<file path="src/rtl/segi_pkg.sv">
// Package: types, constants and helpers of the segment intersection block
package segi_pkg;

	localparam int COORD_BITS = 32;
	localparam int CW         = (COORD_BITS < 32) ? COORD_BITS : 32;
	localparam int DW         = 67;  // determinant and numerators, signed
	localparam int NW         = 99;  // numerator times coordinate span
	localparam int DIV_STEPS  = 32;  // quotient bits, one per cell
	localparam logic [DW-1:0] PAR_LIMIT = DW'(4295);

	// one axis of the divider: partial remainder and shared dividend/quotient word
	typedef struct packed {
		logic [DW-1:0] rem;
		logic [31:0]   w;
	} axis_t;

	// everything a divider cell passes to its neighbor
	typedef struct packed {
		logic          hit;
		logic [DW-1:0] d;
		logic [31:0]   sx;
		logic [31:0]   sy;
		logic          nx;
		logic          ny;
		axis_t         ax;
		axis_t         ay;
	} div_t;

	// low CW bits of a field, sign extended
	function automatic logic signed [32:0] coord(input logic [31:0] v);
		logic signed [31:0] t;
		t = $signed(v << (32 - CW)) >>> (32 - CW);
		return {t[31], t};
	endfunction

endpackage

</file>
<file path="src/rtl/segi_div_cell.sv">
// Divider cell: one restoring quotient bit for both axes
module segi_div_cell (
	input  logic           clk,
	input  logic           arst_n,
	input  logic           en,
	input  logic           valid_i,
	input  segi_pkg::div_t data_i,
	output logic           valid_q,
	output segi_pkg::div_t data_q
);
	import segi_pkg::*;

	logic [DW:0] dz, rx, ry, fx, fy;
	logic gx, gy;
	div_t nxt;

	// shift in next dividend bit, subtract when it fits
	always_comb begin
		dz  = {1'b0, data_i.d};
		rx  = {data_i.ax.rem, data_i.ax.w[31]};
		ry  = {data_i.ay.rem, data_i.ay.w[31]};
		gx  = rx >= dz;
		gy  = ry >= dz;
		fx  = rx - dz;
		fy  = ry - dz;
		nxt = data_i;
		nxt.ax.rem = gx ? fx[DW-1:0] : rx[DW-1:0];
		nxt.ay.rem = gy ? fy[DW-1:0] : ry[DW-1:0];
		nxt.ax.w   = {data_i.ax.w[30:0], gx};
		nxt.ay.w   = {data_i.ay.w[30:0], gy};
	end

	always_ff @(posedge clk or negedge arst_n) begin
		if (!arst_n) begin
			valid_q <= 1'b0;
		end else if (en) begin
			valid_q <= valid_i;
		end
	end

	always_ff @(posedge clk) begin
		if (en) begin
			data_q <= nxt;
		end
	end

endmodule

</file>
<file path="config.mk">
export PLATFORM = sky130hd
export DESIGN_NAME = segi_div_cell
export DESIGN_NICKNAME = d
export VERILOG_FILES = /design/src/rtl/segi_pkg.sv /design/src/rtl/segi_div_cell.sv
export SDC_FILE = /design/constraint.sdc
export NUM_CORES = 1
export LEC_CHECK = 0
export BUFFER_PORTS_ARGS = -buffer_cell sky130_fd_sc_hd__buf_2
export CORE_AREA = 2 2 258 260
export CTS_BUF_LIST = sky130_fd_sc_hd__clkbuf_16
export DETAILED_ROUTE_END_ITERATION = 12
export DIE_AREA = 0 0 260 262
export PLACE_DENSITY = 0.63
export REMOVE_ABC_BUFFERS = 1
export SLEW_MARGIN = 20
export SYNTH_ARGS = -nofsm -noshare
export SYNTH_HDL_FRONTEND = slang
export SYNTH_SLANG_ARGS = --single-unit
</file>
<file path="constraint.sdc">
create_clock -name clk -period 2.33 [get_ports clk]
set_clock_uncertainty 0.15 [all_clocks]
set_input_delay 0.1165 -clock clk [delete_from_list [all_inputs] [get_ports clk]]
set_output_delay 0.1165 -clock clk [all_outputs]
set_load 0.1 [all_outputs]
</file>
## Word-level counts from Yosys, hierarchy flattened

Index checks and enable logic that the tools add are counted.

- Bits in registers: 333
- Input port bits: 336
- Output and inout bits: 333
- Logic and storage cells: 17

- $add $sub $neg: 2
- Order comparisons: 2
- Muxes and demuxes: 2

Operators by type and width:

| kind | count |
|---|---|
| greater-or-equal comparator 68 x 67 -> 1 bit | 2 |
| 2-to-1 mux 67 bit | 2 |
| subtractor 67 bit | 2 |

## Depth between registers and ports, before layout

Gate-level depths: netlist of run 1.

- Word-level depth: 2
- Mapped depth: 17
- Depth with buffers taken out: 15

## Worst setup path after synthesis of run 1

No wires, ideal clock.

- Path kind: input-to-reg
- Start point: input data_i[130] (netlist bit)
- End point: register data_q[135] (netlist bit), data pin
- Library setup time: 0.260 ns
- Arrival: 3.030 ns
- Required time: 1.920 ns
- Path slack: -1.111 ns
- Cell stages on the path: 17
- Path buffers: 2
- Cell sequence: inv_1 > ha_1 > inv_1 > fa_1 > a21o_1 > nor2b_1 > o311ai_2 > nand2_1 > a2111oi_4 > o21a_2 > nor2_2 > o221ai_4 > o21a_1 > buf_6 > inv_4 > buf_6 > mux2_4

RTL lines:

| what | line | RTL |
|---|---|---|
| start, declared | segi_div_cell.sv:7 | `input segi_pkg::div_t data_i,` |
| end signal, assigned | segi_div_cell.sv:43 | `data_q <= nxt;` |
| end, declared | segi_div_cell.sv:9 | `output segi_pkg::div_t data_q` |

==> results of run 1 <==
==> worst min path at each step <==
stage                       endpoint  cells after the start
after floorplan              valid_q                      0
after global placement       valid_q                      1
after detailed placement     valid_q                      1
after CTS                 data_q[33]                      2
after global routing      data_q[33]                      2
final                     data_q[33]                      2
==> worst max-delay path, stage by stage <==
cell and delay (ps):
buf_12 100, buf_6 100, ha_4 130, inv_2 30, fa_2 340, a21o_1 230
a221oi_4 300, nor2_4 100, or3_4 360, a311o_1 340, a211oi_2 180, buf_4 200
nand3b_1 210, a21oi_2 210, xnor2_1 80, mux2_4 250
==> state kept, by name, indices dropped and copies added (netlist names) <==
signal and cells:
data_q 332, valid_q 1
==> where the power goes <==
part | total, mW | internal (mW) | switching [mW]
Sequential | 7.75 | 7.47 | 0.282
Clock | 6.43 | 3.82 | 2.61
Combinational | 12.1 | 3.97 | 8.17
==> final cells by class <==
cell class / instances / share of cell area
antenna: 3 / 0.000214
timing repair buffer: 1690 / 0.352
sequential: 333 / 0.285
multi-input combinational: 1260 / 0.283
clock buffer: 42 / 0.0300
inverter: 103 / 0.0113
clock inverter: 30 / 0.00800
tap: 864 / 0.0309
==> cell usage after synthesis (14+ instances only) <==
master	count	area [sq um]
a21oi_1	163	816
ha_1	134	1680
o21a_1	16	120
nor2_1	87	327
nand4_1	38	238
nand2_1	133	499
edfxtp_1	332	9970
nor3_1	29	145
a21o_1	68	510
mux2_1	14	158
o21bai_1	30	225
inv_1	102	383
mux2_2	55	619
clkbuf_1	46	173
and3_1	20	125
xnor2_1	76	666
xor2_1	47	412
nand3_1	30	150
mux2_4	59	886
o21ai_0	81	405
==> metal layers <==
metal,global-route usage,vias to the layer above,wire length (um)
met2,0.455,807,45400
li1,-,9972,-
met3,0.0417,187,5430
met4,0.112,14,3920
met5,0,-,92
met1,0.299,10223,36300
==> stage by stage <==
stage                     hold slack (ps)   util  instance area [sq um]
final                                -213  0.536                  35000
after global routing                 -237  0.536                  35000
after CTS                            -268  0.532                  34700
after detailed placement             -227  0.448                  29300
after global placement               -236  0.448                  29300
after floorplan                      -329      -                  19800
==> cell usage in the layout, fill, tap and decap left out, types with 9 or more instances in the layout <==
| master | Yosys | final |
|---|---|---|
| inv_1 | 102 | 106 |
| nand4_1 | 38 | 38 |
| nor2b_1 | 13 | 11 |
| nand2_1 | 133 | 129 |
| ha_1 | 134 | 126 |
| xor2_1 | 47 | 47 |
| mux2_4 | 59 | 79 |
| xnor2_1 | 76 | 76 |
| a21oi_1 | 163 | 154 |
| clkbuf_16 | 0 | 42 |
| a211oi_1 | 12 | 9 |
| and3_1 | 20 | 18 |
| nand3_1 | 30 | 27 |
| o21ai_1 | 6 | 13 |
| nor3_1 | 29 | 25 |
| mux2_2 | 55 | 49 |
| a21o_1 | 68 | 68 |
| o21bai_1 | 30 | 30 |
| nand2b_1 | 11 | 11 |
| dlygate4sd3_1 | 0 | 336 |
| a31oi_1 | 11 | 11 |
| o21ai_0 | 81 | 71 |
| buf_2 | 4 | 664 |
| edfxtp_1 | 332 | 332 |
| nor2_1 | 87 | 84 |
| buf_4 | 1 | 650 |
| o21a_1 | 16 | 15 |
| buf_6 | 9 | 11 |
| o211ai_1 | 13 | 13 |
| buf_12 | 0 | 17 |
==> repair_timing <==
action,in CTS,in global routing
hold endpoints to repair,366,1
setup endpoints to repair,136,136
gates resized for setup,88,64
pin swaps,31,29
buffers inserted,16,17
gates cloned,12,0
==> kinds of logic after synthesis <==
family / after synthesis / share of synthesized area
compound gates: 466 / 0.150
xor+xnor: 123 / 0.0535
fa+ha+maj: 136 / 0.0853
buf+inv: 164 / 0.0345
flops: 333 / 0.496
mux: 131 / 0.0841
simple gates: 404 / 0.0962
==> out/qor.csv, run 1 <==
metric,value,unit
outcome,"finished, violations left",
failing checks,"hold timing, setup timing",
Die Width,260,um
Post-synth EDFFs,332,
leakage power,16.3,nW
CTS tree,built,
clk_lat worst skew,550,ps
pwr dens,752,nW/um^2
std cell rows,94,
final net count,3900,
Setup TNS,-95540,ps
fillers,5655,
Final period util,1.35,
total track usage,0.254,
placed insts,3877,
clock slew at reported path FFs,70,ps
sequential area share after synthesis,0.496,
DR WL/cell,21.1,um
clk buf depth,3,
Post-CTS Hold Fix Bufs,336,
hpwl dp,69.6,mm
DR iter-0 viols,1545,
num ports,669,
storage element area,9990,sq um
FF-to-FF Start,valid_q,
HP Start,data_i[32],
Fmax,319,MHz
predominant post-synthesis flop cell,edfxtp_1,
remaining antenna violation count,0,
Port-buffer cells,668,
"Setup violations, final",136,
ys async rst share,0.00300,
Crit Reg-Reg Endpoint,valid_q,
worst setup margin,-808,ps
Initial Utilization,0.308,
Vias/cell,4.90,
Critical Path RT,2480,ps
H-tree levels,2,
Setup crit start,data_i[264],
CTS Sinks,333,
GRT overflow,0,
largest net degree at the start of global routing,69,
Syn Std Cell Area,20100,sq um
DR DRC count,0,
area of the multi-input gates,9900,sq um
headroom to the max-slew limit,0.582,
fin cells,4325,
P&R area growth vs syn,73.9,%
cells on worst reg2reg path,1,
DIE AREA,68100,sq um
Yosys warning count,0,
number of global-route vias before repair,22037,
crit path max fanout,3,
CP Data Arrival Time,3290,ps
max-slew violation count,0,
Final Critical Period,3140,ps
Yosys cell types,75,
HP Class,primary input to flip-flop,
Place WS,-1680,ps
Slew @ Worst Pin,621,ps
Critical Path Start Type,primary input,
Hold WS,-213,ps
RSZ-0062 raised after global routing,true,
core area,65300,sq um
Placer Congestion,0.930,
maxcap violations,0,
Mean Syn Cell Area,11.5,sq um
WL final,91.1,mm
final hold vios,1,
layout cell share with drive strength beyond 1,0.468,
CTS Root Cell,clkbuf_16,
DR pass1 iterations,5,
Yosys reg bits,333,
crit path capture,data_q[98],
CP Class,primary input to flip-flop,
endpoint class of the critical path,flip-flop,
Die H,262,um
Num CTS Buffers,40,
r2r setup slk,1420,ps
Via Count,21203,
Synth Instances,1757,
initial antenna violation count,11,
first-pass GRT wire length,131,mm
Max rail drop VDD,0.509,mV
Tot Pwr,26.3,mW
Power figures use the tool's default switching activity.
==> run 2, diff against run 1 <==
--- a/config.mk
+++ b/config.mk
@@ -11,7 +11,7 @@
 export DETAILED_ROUTE_END_ITERATION = 12
 export DIE_AREA = 0 0 260 262
 export PLACE_DENSITY = 0.63
-export REMOVE_ABC_BUFFERS = 1
+export RECOVER_POWER = 25
 export SLEW_MARGIN = 20
 export SYNTH_ARGS = -nofsm -noshare
 export SYNTH_HDL_FRONTEND = slang
==> run 2 against run 1 <==
  * The flow finishes with violations (hold timing, capacitance limit, slew limit, setup timing)
  * Cell count increased by 0.69%
  * Worst setup slack improved by 32 ps
  * Wire length increased by 0.31%
  * Sequential share of layout area decreased by 0.40 points
  * Worst hold slack improved by 33 ps
  * Global-route usage increased by 0.11 points
  * Sequential power about the same
  * Die area unchanged
  * Critical path depth unchanged
  * Clock-buffer cell count decreased by 2
  * Via count increased by 0.33%
  * Critical endpoint unchanged
  * Largest cell class unchanged
  * Largest power group unchanged
  * Highest routed layer unchanged
==> out/qor.csv, run 2 (synthesized netlist as in run 1, its figures left out) <==
metric,value,unit
outcome,"finished, violations left",
failing checks,"hold timing, capacitance limit, slew limit, setup timing",
Vias/cell,4.88,
Post-CTS Hold Fix Bufs,335,
WL final,91.4,mm
maxcap violations,1,
clk_lat worst skew,570,ps
Via Count,21272,
"Setup violations, final",427,
Placer Congestion,0.931,
CTS Sinks,333,
total track usage,0.255,
RSZ-0062 raised after global routing,true,
std cell rows,94,
layout cell share with drive strength beyond 1,0.466,
DR pass1 iterations,7,
crit path max fanout,3,
Num CTS Buffers,39,
Seq pwr share,0.295,
Critical Path Start Type,primary input,
CTS Root Cell,clkbuf_16,
Hold WS,-180,ps
Setup TNS,-130460,ps
Switch Pwr,11.2,mW
headroom to the max-slew limit,-0.235,
Initial Utilization,0.308,
Final period util,1.33,
pwr dens,739,nW/um^2
Int Pwr,15.1,mW
hpwl dp,68.1,mm
Final Critical Period,3110,ps
DR WL/cell,21.0,um
number of global-route vias before repair,22454,
worst setup margin,-776,ps
syn_nets,2229,
Port-buffer cells,668,
GRT overflow,0,
CP Class,primary input to flip-flop,
Critical Path RT,2500,ps
combinational power share,0.471,
P&R area growth vs syn,76.4,%
Place WS,-1600,ps
largest net degree at the start of global routing,84,
fillers,5609,
"commonest cells after routing, fill and taps aside","buf_4, buf_2, dlygate4sd3_1",
storage element area,9990,sq um
max FFs per register,332,
leakage power,16.4,nW
H-tree levels,2,
clock network fraction of total power,0.234,
HP Class,primary input to flip-flop,
first-pass GRT wire length,132,mm
remaining antenna violation count,0,
fin cells,4355,
Max rail drop VDD,0.771,mV
"commonest non-fill, non-tap cell in the layout",buf_4,
DR DRC count,0,
DR iter-0 viols,1510,
Largest regs,"data_q (332), valid_q (1)",
area of the multi-input gates,10200,sq um
max-slew violation count,21,
Top reg by flops,data_q,
placed insts,3900,
final hold vios,1,
CTS tree,built,
num ports,669,
Fmax,322,MHz
core area,65300,sq um
DIE AREA,68100,sq um
endpoint class of the critical path,flip-flop,
CP Data Arrival Time,3280,ps
clock slew at reported path FFs,70,ps
final net count,3930,
Die Width,260,um
Tot Pwr,26.2,mW
Die H,262,um
initial antenna violation count,12,
Sw Ratio,0.426,
clk buf depth,3,
Slew @ Worst Pin,1850,ps
-- run 2: cell types whose count changed in the layout (fill, tap and decap cells not counted), sizes merged --
| cell | before | now |
|---|---|---|
| clkbuf | 42 | 110 |
| buf | 1354 | 1315 |
| bufinv | 5 | 3 |
| clkinv | 14 | 16 |
| clkinvlp | 1 | 3 |
| dlygate4sd3 | 336 | 335 |
-- run 2: final cells by class --
class	instances	area share
antenna	3	0.000211
clock buffer	40	0.0282
clock inverter	31	0.00691
inverter	103	0.0119
multi-input combinational	1260	0.287
sequential	333	0.281
tap	864	0.0304
timing repair buffer	1720	0.354
timing repair inverter	1	0.000564
-- run 2: worst max-delay path, cell delays in order --
cell and delay [ps]:
buf_12 110, inv_12 40, ha_4 140, inv_2 40, fa_2 330, a21o_1 210, a221oi_4 350, nor2_4 100
or3_4 370, a311o_1 310, a211oi_2 230, buf_4 170, nand3b_1 210, a21oi_2 200, xnor2_1 80, mux2_4 260
-- run 2: metrics by stage --
stage / area (sq um) / util
global placement: 29600 / 0.454
finish: 35500 / 0.544
global route: 35500 / 0.544
detailed placement: 29600 / 0.454
floorplan: 20300 / -
CTS: 35400 / 0.542
-- run 2: path summary, 6_finish.rpt --
kind	slack, ps	end	cells after the start	from
max	-780	data_q[98]	16	data_i[31]
min	-180	data_q[33]	2	data_i[32]
max reg2reg	1380	valid_q	1	valid_q
min reg2reg	430	valid_q	1	valid_q
max in group asynchronous	1610	valid_q	3	arst_n
min in group asynchronous	310	valid_q	3	arst_n
-- run 2: power groups by stage --
stage | clock, mW | sequential, mW | combinational [mW]
6_report | 6.14 | 7.75 | 12.4
5_1_grt | 6.47 | 7.79 | 12.9
4_1_cts | 6.25 | 7.73 | 12.3
3_5_place_dp | 0 | 7.84 | 11.2
3_3_place_gp | 0 | 7.85 | 11.1
2_1_floorplan | 0 | 12.7 | 2.83
-- run 2: timing repair --
| item | CTS | global route |
|---|---|---|
| hold endpoints to repair | 373 | 1 |
| pin swaps | 31 | 27 |
| gates cloned | 14 | 0 |
| buffers inserted | 25 | 13 |
| setup endpoints to repair | 136 | 136 |
| gates resized for setup | 146 | 42 |
-- run 2: metal layers --
metal	wire length, um	vias up	GRT usage
li1	-	10025	-
met1	36500	10257	0.301
met2	45800	802	0.461
met3	5690	176	0.0454
met4	3400	12	0.0988
met5	80	-	0
